[src/rtl/core/sle_pkg.sv]
package sle_pkg;

  // default list depth
  localparam int DEPTH_DEF = 16;
  localparam int DATA_W    = 32;

  // operation codes
  localparam logic [1:0] OP_INSERT = 2'd0;
  localparam logic [1:0] OP_DELETE = 2'd1;
  localparam logic [1:0] OP_DUMP   = 2'd2;

  // result status codes
  localparam logic [1:0] ST_OK        = 2'd0;
  localparam logic [1:0] ST_FULL      = 2'd1;
  localparam logic [1:0] ST_NOT_FOUND = 2'd2;
  localparam logic [1:0] ST_EMPTY     = 2'd3;

  // which entry the datapath reads, relative to the pointer
  typedef enum logic [1:0] {
    RD_PREV = 2'd0,
    RD_CUR  = 2'd1,
    RD_NEXT = 2'd2
  } rd_sel_t;

  // commands from controller to datapath
  typedef struct packed {
    logic       load;         // capture value, set pointer
    logic       load_top;     // pointer starts at count, else at zero
    logic       rd_en;
    rd_sel_t    rd_sel;
    logic       wr_en;
    logic       wr_value;     // write captured value, else read data
    logic       ptr_inc;
    logic       ptr_dec;
    logic       cnt_inc;
    logic       cnt_dec;
    logic       emit;
    logic [1:0] emit_status;
    logic       emit_elem;    // element from read data, else zero
    logic       emit_last;
  } sle_cmd_t;

  // status from datapath to controller
  typedef struct packed {
    logic full;
    logic empty;
    logic ptr_zero;
    logic ptr_at_end;
    logic ptr_penult;
    logic rd_ge;
    logic rd_eq;
  } sle_sts_t;

endpackage

[src/rtl/core/sle_datapath.sv]
module sle_datapath
  import sle_pkg::*;
#(
  parameter int  DEPTH = DEPTH_DEF,
  localparam int AW    = (DEPTH > 1) ? $clog2(DEPTH) : 1,
  localparam int CW    = $clog2(DEPTH + 1)
) (
  input  logic                     clk,
  input  logic                     rst,
  input  logic signed [DATA_W-1:0] value,
  input  sle_cmd_t                 cmd,
  output sle_sts_t                 sts,
  output logic [1:0]               status,
  output logic signed [DATA_W-1:0] element,
  output logic [CW-1:0]            entry_count,
  output logic                     last,
  output logic                     strobe
);

  logic [DATA_W-1:0] mem [DEPTH];
  logic [DATA_W-1:0] rd_data;
  logic [DATA_W-1:0] val_r;
  logic [CW-1:0]     ptr;
  logic [CW-1:0]     count;
  logic [CW-1:0]     count_next;
  logic [CW-1:0]     ptr_prev;
  logic [CW-1:0]     ptr_succ;
  logic [CW-1:0]     rd_ptr;
  logic [AW-1:0]     rd_addr;
  logic [AW-1:0]     wr_addr;
  logic [DATA_W-1:0] wr_data;

  // pointer neighbors and address selection
  assign ptr_prev = ptr - CW'(1);
  assign ptr_succ = ptr + CW'(1);

  always_comb begin
    unique case (cmd.rd_sel)
      RD_PREV: rd_ptr = ptr_prev;
      RD_NEXT: rd_ptr = ptr_succ;
      default: rd_ptr = ptr;
    endcase
  end

  assign rd_addr = rd_ptr[AW-1:0];
  assign wr_addr = ptr[AW-1:0];
  assign wr_data = cmd.wr_value ? val_r : rd_data;

  // entry memory, one write and one registered read per cycle
  always_ff @(posedge clk) begin
    if (cmd.wr_en) begin
      mem[wr_addr] <= wr_data;
    end
    if (cmd.rd_en) begin
      rd_data <= mem[rd_addr];
    end
  end

  // entry count after this cycle
  always_comb begin
    count_next = count;
    if (cmd.cnt_inc) begin
      count_next = count + CW'(1);
    end else if (cmd.cnt_dec) begin
      count_next = count - CW'(1);
    end
  end

  // count and pointer
  always_ff @(posedge clk) begin
    if (rst) begin
      count <= '0;
      ptr   <= '0;
    end else begin
      count <= count_next;
      if (cmd.load) begin
        ptr <= cmd.load_top ? count : '0;
      end else if (cmd.ptr_inc) begin
        ptr <= ptr_succ;
      end else if (cmd.ptr_dec) begin
        ptr <= ptr_prev;
      end
    end
  end

  // operand capture
  always_ff @(posedge clk) begin
    if (cmd.load) begin
      val_r <= value;
    end
  end

  // result register
  always_ff @(posedge clk) begin
    if (rst) begin
      strobe <= 1'b0;
    end else begin
      strobe <= cmd.emit;
    end
  end

  always_ff @(posedge clk) begin
    if (cmd.emit) begin
      status      <= cmd.emit_status;
      element     <= cmd.emit_elem ? rd_data : '0;
      entry_count <= count_next;
      last        <= cmd.emit_last;
    end
  end

  // status flags for the controller
  always_comb begin
    sts.full       = (count == CW'(DEPTH));
    sts.empty      = (count == '0);
    sts.ptr_zero   = (ptr == '0);
    sts.ptr_at_end = (ptr == count);
    sts.ptr_penult = (ptr_succ == count);
    sts.rd_ge      = ($signed(rd_data) >= $signed(val_r));
    sts.rd_eq      = (rd_data == val_r);
  end

endmodule

[src/rtl/core/sle_controller.sv]
module sle_controller
  import sle_pkg::*;
(
  input  logic       clk,
  input  logic       rst,
  input  logic       start,
  input  logic [1:0] op,
  input  sle_sts_t   sts,
  output sle_cmd_t   cmd,
  output logic       busy
);

  typedef enum logic [8:0] {
    S_IDLE    = 9'b000000001,
    S_INS_RD  = 9'b000000010,
    S_INS_CMP = 9'b000000100,
    S_DEL_RD  = 9'b000001000,
    S_DEL_CMP = 9'b000010000,
    S_SH_RD   = 9'b000100000,
    S_SH_WR   = 9'b001000000,
    S_DMP_RD  = 9'b010000000,
    S_DMP_OUT = 9'b100000000
  } state_t;

  state_t state;
  state_t state_next;

  assign busy = (state != S_IDLE);

  // state register
  always_ff @(posedge clk) begin
    if (rst) begin
      state <= S_IDLE;
    end else begin
      state <= state_next;
    end
  end

  // sequencing of insert, delete and dump
  always_comb begin
    cmd        = '0;
    cmd.rd_sel = RD_CUR;
    state_next = state;
    unique case (state)
      S_IDLE: begin
        if (start) begin
          case (op)
            OP_INSERT: begin
              if (sts.full) begin
                cmd.emit        = 1'b1;
                cmd.emit_status = ST_FULL;
                cmd.emit_last   = 1'b1;
              end else begin
                cmd.load     = 1'b1;
                cmd.load_top = 1'b1;
                state_next   = S_INS_RD;
              end
            end
            OP_DELETE: begin
              if (sts.empty) begin
                cmd.emit        = 1'b1;
                cmd.emit_status = ST_NOT_FOUND;
                cmd.emit_last   = 1'b1;
              end else begin
                cmd.load   = 1'b1;
                state_next = S_DEL_RD;
              end
            end
            OP_DUMP: begin
              if (sts.empty) begin
                cmd.emit        = 1'b1;
                cmd.emit_status = ST_EMPTY;
                cmd.emit_last   = 1'b1;
              end else begin
                cmd.load   = 1'b1;
                state_next = S_DMP_RD;
              end
            end
            default: begin
              // unused code, dropped
            end
          endcase
        end
      end
      // insert: walk down from the top, shifting larger-or-equal entries up
      S_INS_RD: begin
        if (sts.ptr_zero) begin
          cmd.wr_en       = 1'b1;
          cmd.wr_value    = 1'b1;
          cmd.cnt_inc     = 1'b1;
          cmd.emit        = 1'b1;
          cmd.emit_status = ST_OK;
          cmd.emit_last   = 1'b1;
          state_next      = S_IDLE;
        end else begin
          cmd.rd_en  = 1'b1;
          cmd.rd_sel = RD_PREV;
          state_next = S_INS_CMP;
        end
      end
      S_INS_CMP: begin
        cmd.wr_en = 1'b1;
        if (sts.rd_ge) begin
          cmd.ptr_dec = 1'b1;
          state_next  = S_INS_RD;
        end else begin
          cmd.wr_value    = 1'b1;
          cmd.cnt_inc     = 1'b1;
          cmd.emit        = 1'b1;
          cmd.emit_status = ST_OK;
          cmd.emit_last   = 1'b1;
          state_next      = S_IDLE;
        end
      end
      // delete: search from the head for the first equal entry
      S_DEL_RD: begin
        if (sts.ptr_at_end) begin
          cmd.emit        = 1'b1;
          cmd.emit_status = ST_NOT_FOUND;
          cmd.emit_last   = 1'b1;
          state_next      = S_IDLE;
        end else begin
          cmd.rd_en  = 1'b1;
          state_next = S_DEL_CMP;
        end
      end
      S_DEL_CMP: begin
        if (sts.rd_eq) begin
          state_next = S_SH_RD;
        end else begin
          cmd.ptr_inc = 1'b1;
          state_next  = S_DEL_RD;
        end
      end
      // close the gap by moving later entries down one place
      S_SH_RD: begin
        if (sts.ptr_penult) begin
          cmd.cnt_dec     = 1'b1;
          cmd.emit        = 1'b1;
          cmd.emit_status = ST_OK;
          cmd.emit_last   = 1'b1;
          state_next      = S_IDLE;
        end else begin
          cmd.rd_en  = 1'b1;
          cmd.rd_sel = RD_NEXT;
          state_next = S_SH_WR;
        end
      end
      S_SH_WR: begin
        cmd.wr_en   = 1'b1;
        cmd.ptr_inc = 1'b1;
        state_next  = S_SH_RD;
      end
      // dump: read each entry, then emit it
      S_DMP_RD: begin
        cmd.rd_en  = 1'b1;
        state_next = S_DMP_OUT;
      end
      S_DMP_OUT: begin
        cmd.emit        = 1'b1;
        cmd.emit_status = ST_OK;
        cmd.emit_elem   = 1'b1;
        cmd.emit_last   = sts.ptr_penult;
        cmd.ptr_inc     = 1'b1;
        state_next      = sts.ptr_penult ? S_IDLE : S_DMP_RD;
      end
      default: begin
        state_next = S_IDLE;
      end
    endcase
  end

endmodule

[src/rtl/core/sorted_list_engine.sv]
// Sorted list of up to DEPTH signed 32-bit values kept in ascending order in an
// entry memory with a registered read, used for one access a cycle at most. An
// operation is taken when start is high and busy is low; busy drops at the edge
// that puts its last result on the ports. An insert walks down from the top,
// moving each larger-or-equal entry up; a delete searches from the head for a
// match and then moves later entries down; a dump reads each entry before it
// emits its beat. A full insert, a delete from an empty list and an empty dump
// answer without busy rising, and op code 3 is taken and dropped without a
// result. Every result is held on the result ports for exactly one cycle with
// strobe high and cannot be stalled, so the receiver must take each beat as it
// comes; last marks an operation's final beat. No memory clearing runs after
// reset: only stored entries are read.
module sorted_list_engine
  import sle_pkg::*;
#(
  parameter int  DEPTH = DEPTH_DEF,
  localparam int CW    = $clog2(DEPTH + 1)
) (
  input  logic                     clk,
  input  logic                     rst,
  input  logic                     start,
  output logic                     busy,
  input  logic [1:0]               op,
  input  logic signed [DATA_W-1:0] value,
  output logic                     strobe,
  output logic [1:0]               status,
  output logic signed [DATA_W-1:0] element,
  output logic [CW-1:0]            entry_count,
  output logic                     last
);

  sle_cmd_t cmd;
  sle_sts_t sts;

  // sequencer
  sle_controller u_ctrl (
    .clk   (clk),
    .rst   (rst),
    .start (start),
    .op    (op),
    .sts   (sts),
    .cmd   (cmd),
    .busy  (busy)
  );

  // entry memory, count and result register
  sle_datapath #(
    .DEPTH (DEPTH)
  ) u_dp (
    .clk         (clk),
    .rst         (rst),
    .value       (value),
    .cmd         (cmd),
    .sts         (sts),
    .status      (status),
    .element     (element),
    .entry_count (entry_count),
    .last        (last),
    .strobe      (strobe)
  );

endmodule

[config.mk]
export PLATFORM = sky130hd
export DESIGN_NAME = sorted_list_engine
export DESIGN_NICKNAME = d
export VERILOG_FILES = /design/src/rtl/core/sle_pkg.sv /design/src/rtl/core/sle_datapath.sv /design/src/rtl/core/sle_controller.sv /design/src/rtl/core/sorted_list_engine.sv
export SDC_FILE = /design/constraint.sdc
export NUM_CORES = 1
export LEC_CHECK = 0
export BUFFER_PORTS_ARGS = -buffer_cell sky130_fd_sc_hd__clkbuf_2
export CORE_MARGIN = 4
export CORE_UTILIZATION = 50
export CTS_CLUSTER_DIAMETER = 200
export CTS_CLUSTER_SIZE = 24
export DETAILED_ROUTE_END_ITERATION = 10
export PLACE_DENSITY = 0.66
export SLEW_MARGIN = 15
export SYNTH_ARGS = -nofsm -noshare
export SYNTH_HDL_FRONTEND = slang
export SYNTH_HIERARCHICAL = 1
export SYNTH_SLANG_ARGS = --single-unit
[constraint.sdc]
create_clock -name clk -period 7 [get_ports clk]
set_clock_uncertainty 0.15 [all_clocks]
set_input_delay 1.4 -clock clk [delete_from_list [all_inputs] [get_ports clk]]
set_output_delay 1.4 -clock clk [all_outputs]
set_load 0.01 [all_outputs]
==> out/metrics.yaml, run 1 <==
status: "finished clean"
post_cts_buffers: 0
crit_family: "simple AND/OR/NAND/NOR gates"
fin_area_sq_mm: 0.0286
grt_start_max_net_pins: 101
gr-total-overflow: 0
cts_tree: "done"
switching_power_mw: 1.42
cts.repair.resized: 0
rrSetupSlack_ps: 1740
synth_edf_count: 616
ir_drop_mv: 0.194
n_antenna_cell: 0
die_h_um: 238
wire_per_inst_um: 22.8
path_cells: "nand2_1 -> nor2_1 -> mux2i_1 -> nor4_2 -> o22ai_1 -> nand2_1 -> xor2_1 -> nand2_1 -> mux2i_4 -> buf_4 -> nand3_1 -> nand4_1 -> o221ai_1"
clk_path_buf_depth: 3
crit_buf_inv: 1
port_buffers: 78
hold_path_class: "reg2reg"
r2r_cells: 13
finalSetupTns_ps: 0
p_clk_share_pct: 28.8
hold_buffers: 0
antenna_left: 0
stdcell_count: 2736
antenna_found_initial: 1
finalSetupViolations: 0
ys_ff_latch: 636
area_growth_pct: 7.86
io_pins: 79
slew_headroom_pct: 28.6
rsz0062_at_grt: "no"
fill_cells: 4267
min_period_ps: 5260
seq_area_frac_synth_pct: 71.2
place_inst: 2694
placed_cell_area_sq_mm: 0.0278
arrival_ps: 5420
slowest_delay_ps: 880
crit_path_frequent_cell: "nand2_1"
p_per_area_mw_per_mm2: 230
tightest_slew_ps: 1050
final_cell_mix: "edfxtp_1 (616), nand2_1 (546), nand3_1 (136), clkbuf_2 (78), o21ai_0 (60)"
mostFrequentLayoutCell: "edfxtp_1"
p_int_mw: 5.18
hold_violations: 0
cts.clk_slew.worst_paths_ps: 100
core_sq_mm: 0.0526
fmax_mhz: 190
syn_area_sq_mm: 0.0265
crit_path_end: "u_dp/rd_data[30]"
holdPathStages: 1
dp_hpwl_mm: 35.6
drtIter0Drc: 1816
grt_pass1_wl_mm: 94.4
syn_inst: 2003
synth_nets: 2086
slew_viol_final: 0
htreeDepth: 1
start_util_pct: 50.5
worstSetupStartpointType: "flop"
hold_slack_ps: 418
cts_buffers: 30
drive_gt1_share_pct: 12.6
die_x_um: 238
slowest_stage: "mux2i_4"
vias: 15900
drv_cap: 0
drc: 0
first_pass_iters: 6
synth_ff_type: "edfxtp_1"
place_congestion: 0.808
clockRootBuffer: "clkbuf_16"
ys_async_sr_fraction_pct: 0
insertion_delay_ps: 620
yosys.cell_types.count: 71
track_usage_pct: 21.6
end_kind: "flop"
fin_nets: 2121
viasPerCell: 5.80
pwr-share-seq_pct: 65.2
timing.rr.end: "u_dp/rd_data[30]"
leakage_nw: 9.96
period_share_pct: 75.2
grt_pass1_vias: 15400
die-area_sq_mm: 0.0568
cp-startpoint: "u_dp/ptr[2]"
worst-path-stages: 13
cts.sinks: 636
switching_share_pct: 21.6
yosysWarnings: 6
timing.rr.start: "u_dp/ptr[2]"
wirelength_mm: 62.4
rows: 84
cp_max_fo: 19
required_ps: 7160
comb_power_share_pct: 6.0
synth_area_per_cell_sq_um: 13.3
critical_path_class: "reg2reg"
[cell usage after synthesis, types with 3 or more instances]
library cell  number  share of area [%]
edfxtp_1         616                 70
nand2_1          546                7.7
nand3_1          136                2.6
o21ai_0           61                1.2
buf_2             51               0.96
ha_1              46                2.2
inv_1             46               0.65
clkbuf_1          43               0.61
nand4_1           43                1.0
nor2_1            43               0.61
mux2i_1           38                1.4
and2_1            33               0.78
a32oi_1           32                1.1
mux2_2            31                1.3
o221ai_2          30                1.7
dfxtp_1           20                1.5
a21oi_1           19               0.36
o21ai_1           17               0.32
nand2b_1          13               0.31
xor2_1            12               0.40
nor2b_1           10               0.24
nor3_1            10               0.19
xnor2_1            9               0.30
buf_4              8               0.23
nor4_1             8               0.19
a31oi_1            6               0.14
buf_6              6               0.25
a21o_1             4               0.11
a22oi_1            4               0.11
or3_1              4              0.094
buf_1              3              0.042
o21a_1             3              0.085
o22ai_1            3              0.071
[cell type report]
class / instances / area, sq um / area share (%)
sequential: 636 / 18900 / 66.0
multi-input combinational: 1207 / 7150 / 25.0
tap: 688 / 861 / 3.01
clock buffer: 40 / 788 / 2.75
timing repair buffer: 116 / 726 / 2.53
inverter: 47 / 179 / 0.625
clock inverter: 2 / 32.5 / 0.114
[per-layer routing]
metal  part of all wire (%)  track usage (%)
met3                    7.3             3.36
met1                     43             31.2
met5                  0.021                0
met4                    2.7             5.52
met2                     47             34.9
[per-stage QoR]
step / power [mW] / setup slack (ps) / util (%)
6_report: 6.60 / 1740 / 54.5
5_1_grt: 6.84 / 1410 / 54.5
4_1_cts: 6.65 / 1410 / 54.5
3_5_place_dp: 4.79 / 1440 / 52.9
3_3_place_gp: 4.78 / 1470 / 52.9
2_1_floorplan: 4.62 / 1920 / -
[power by group through the flow]
| stage | Clock [mW] | Combinational, mW | Sequential [mW] |
|---|---|---|---|
| after detailed placement | 0 | 0.404 | 4.39 |
| after CTS | 1.95 | 0.405 | 4.30 |
| after global placement | 0 | 0.397 | 4.39 |
| final | 1.90 | 0.399 | 4.30 |
| after floorplan | 0 | 0.228 | 4.39 |
| after global routing | 2.09 | 0.440 | 4.31 |
[worst min path at each step]
stage	start	end	slack, ps
floorplan	u_dp/rd_data[0]	u_dp/element[0]	370
global placement	u_dp/rd_data[0]	u_dp/element[0]	390
detailed placement	u_dp/rd_data[0]	u_dp/element[0]	410
CTS	u_dp/rd_data[0]	u_dp/element[0]	420
global route	u_dp/rd_data[4]	u_dp/element[4]	470
finish	u_dp/rd_data[0]	u_dp/element[0]	420
[state kept, by name, indices dropped and copies added (netlist names)]
| register | cells |
|---|---|
| u_dp/element | 32 |
| u_dp/ptr | 5 |
| u_dp/rd_data | 32 |
| u_dp/count | 5 |
| u_dp/last | 1 |
| u_dp/val_r | 32 |
| u_ctrl/state | 9 |
| u_dp/strobe | 1 |
| u_dp/mem | 512 |
| u_dp/entry_count | 5 |
| u_dp/status | 2 |
[cells by family after synthesis]
kind of cell               share of synthesized area (%)
DFF                                                 71.2
and+or+nand+nor                                     14.5
muxes                                               2.85
buffers and inverters                               2.84
AOI/OAI and AO/OA                                   5.72
adders and majority gates                           2.17
xor gates and xnor gates                           0.754
(Power assumes the default switching activity.)
==> run 2: changes to the inputs <==
Clock period 7 ns to 5.1 ns, I/O delays scaled along.
==> run 2 against run 1 <==
Final cell count rose by 0.55%. Count of clock-buffer cells in the layout grew 3. Cell area rose by 0.92%. Global-route usage grew 0.75 points. Die area is the same. First-iteration DRC count grew 0.50%. Setup slack got worse by 1100 ps. Core utilization grew 0.50 points. Critical path type unchanged. Critical endpoint is now u_dp/ptr[2]. Largest cell class unchanged.
==> out/metrics.yaml, run 2 (same netlist as run 1, synthesis figures left out) <==
placed_cell_area_sq_mm: 0.0281  # +0.90%
mostFrequentLayoutCell: "edfxtp_1"
die-area_sq_mm: 0.0568  # unchanged
grt_pass1_vias: 15400  # +0.14%
finalSetupTns_ps: 0  # unchanged
wire_per_inst_um: 23.5  # +3.0%
arrival_ps: 4810  # -610 ps
area_growth_pct: 8.85
clk_path_buf_depth: 3  # unchanged
place_congestion: 0.860  # +6.5%
cts.sinks: 636  # unchanged
critical_path_class: "reg2reg"
drive_gt1_share_pct: 13.1  # +0.49 points
htreeDepth: 1  # unchanged
status: "finished clean"
crit_family: "simple AND/OR/NAND/NOR gates"
period_share_pct: 87.2  # +12 points
crit_buf_inv: 0  # -1
drc: 0  # unchanged
p_int_mw: 7.14  # +38%
pwr-share-seq_pct: 64.7  # -0.5 points
track_usage_pct: 22.4  # +0.75 points
path_cells: "ha_1 -> nand3_1 -> nor4_2 -> nand4_1 -> or4_1 -> nor3_1 -> nor2_1 -> nand4_1 -> nand2_1 -> nor2b_1 -> a21boi_0 -> xor2_1 -> nor2_1 -> a31oi_1 -> nor2_1"
tightest_slew_ps: 1080  # +34.9 ps
n_antenna_cell: 0  # unchanged
slowest_delay_ps: 640  # -240 ps
start_util_pct: 50.5  # unchanged
dp_hpwl_mm: 36.7  # +2.9%
slew_viol_final: 0  # unchanged
rsz0062_at_grt: "no"
drtIter0Drc: 1825  # +0.50%
largest_register_ffs: 512  # unchanged
switching_share_pct: 21.8  # +0.21 points
leakage_nw: 10.1  # +1.1%
io_pins: 79  # unchanged
p_per_area_mw_per_mm2: 316  # +37%
totalPowerFinal_mw: 9.12  # +38%
worstSetupStartpointType: "flop"
grt_start_max_net_pins: 94  # -6.9%
clockRootBuffer: "clkbuf_16"
antenna_left: 0  # unchanged
finalSetupViolations: 0  # unchanged
p_clk_share_pct: 29.3  # +0.5 points
rows: 84  # unchanged
cts_buffers: 30  # unchanged
regMostFlops: "u_dp/mem"
wirelength_mm: 64.7  # +3.6%
multiInputGateArea_sq_mm: 0.00713  # -0.19%
min_period_ps: 4450  # -817 ps
vias: 16200  # +1.9%
fill_cells: 4232  # -0.82%
cts.clk_slew.worst_paths_ps: 100  # about the same
grt_pass1_wl_mm: 96.7  # +2.4%
slowest_stage: "nor3_1"
slew_headroom_pct: 27.6  # -0.99 points
cts_tree: "done"
fmax_mhz: 225  # +18%
die_h_um: 238  # unchanged
hold_buffers: 0  # unchanged
core_sq_mm: 0.0526  # unchanged
required_ps: 5470  # -1690 ps
insertion_delay_ps: 620  # about the same
crit_path_frequent_cell: "nor2_1"
fin_area_sq_mm: 0.0289  # +0.92%
first_pass_iters: 5  # -1
fin_nets: 2134  # +0.61%
switching_power_mw: 1.99  # +40%
cts.repair.resized: 0  # unchanged
post_cts_buffers: 0  # unchanged
viasPerCell: 5.88  # +1.3%
cp_max_fo: 5  # -14
gr-total-overflow: 0  # unchanged
die_x_um: 238  # unchanged
ir_drop_mv: 0.280  # +44%
register_area_sq_mm: 0.0189  # unchanged
hold_slack_ps: 421  # +3.90 ps
end_kind: "flop"
hold_path_class: "in2reg"
comb_power_share_pct: 6.0  # about the same
final_cell_mix: "edfxtp_1 (616), nand2_1 (546), nand3_1 (136), clkbuf_2 (78), o21ai_0 (60)"
hold_violations: 0  # unchanged
port_buffers: 78  # unchanged
drv_cap: 0  # unchanged
antenna_found_initial: 0  # -1
run 2: cell types whose count changed in the layout (fill, tap and decap cells not counted), sizes merged:
cell	before	now
buf	38	51
clkinv	2	1
clkbuf	118	121
run 2: layer usage:
layer,vias to the layer above,global-route usage (%),part of all wire [%]
li1,7352,-,-
met1,8136,32.3,42
met2,607,37.3,49
met3,82,2.65,6.9
met4,0,4.77,2.2
met5,-,0,0
run 2: final timing paths:
path | endpoint | startpoint | depth (start not counted) | slack, ps
worst min-delay path | u_dp/val_r[20] | value[20] | 1 | 420
worst max-delay path | u_dp/ptr[2] | u_dp/rd_data[28] | 15 | 650
worst min register to register | u_dp/element[18] | u_dp/rd_data[18] | 1 | 440
worst max register to register | u_dp/ptr[2] | u_dp/rd_data[28] | 15 | 650
run 2: metrics by stage:
stage | std cells | worst slack, ps | util (%)
3_3_place_gp | 2707 | 708 | 53.4
6_report | 2751 | 655 | 55.0
4_1_cts | 2751 | 518 | 55.0
3_5_place_dp | 2707 | 581 | 53.4
5_1_grt | 2751 | 382 | 55.0
2_1_floorplan | 2003 | 20.2 | -
run 2: area by class of cell:
cell class | count | share of cell area, %
clock buffer | 43 | 2.84
clock inverter | 1 | 0.0563
inverter | 47 | 0.619
multi-input combinational | 1207 | 24.7
sequential | 636 | 65.4
tap | 688 | 2.98
timing repair buffer | 129 | 3.41
run 2: power by group through the flow:
stage / combinational [mW] / sequential (mW) / clock (mW)
after floorplan: 0.313 / 6.03 / 0
after global placement: 0.541 / 6.02 / 0
after detailed placement: 0.550 / 6.02 / 0
after CTS: 0.552 / 5.90 / 2.73
after global routing: 0.601 / 5.91 / 2.92
final: 0.548 / 5.90 / 2.67
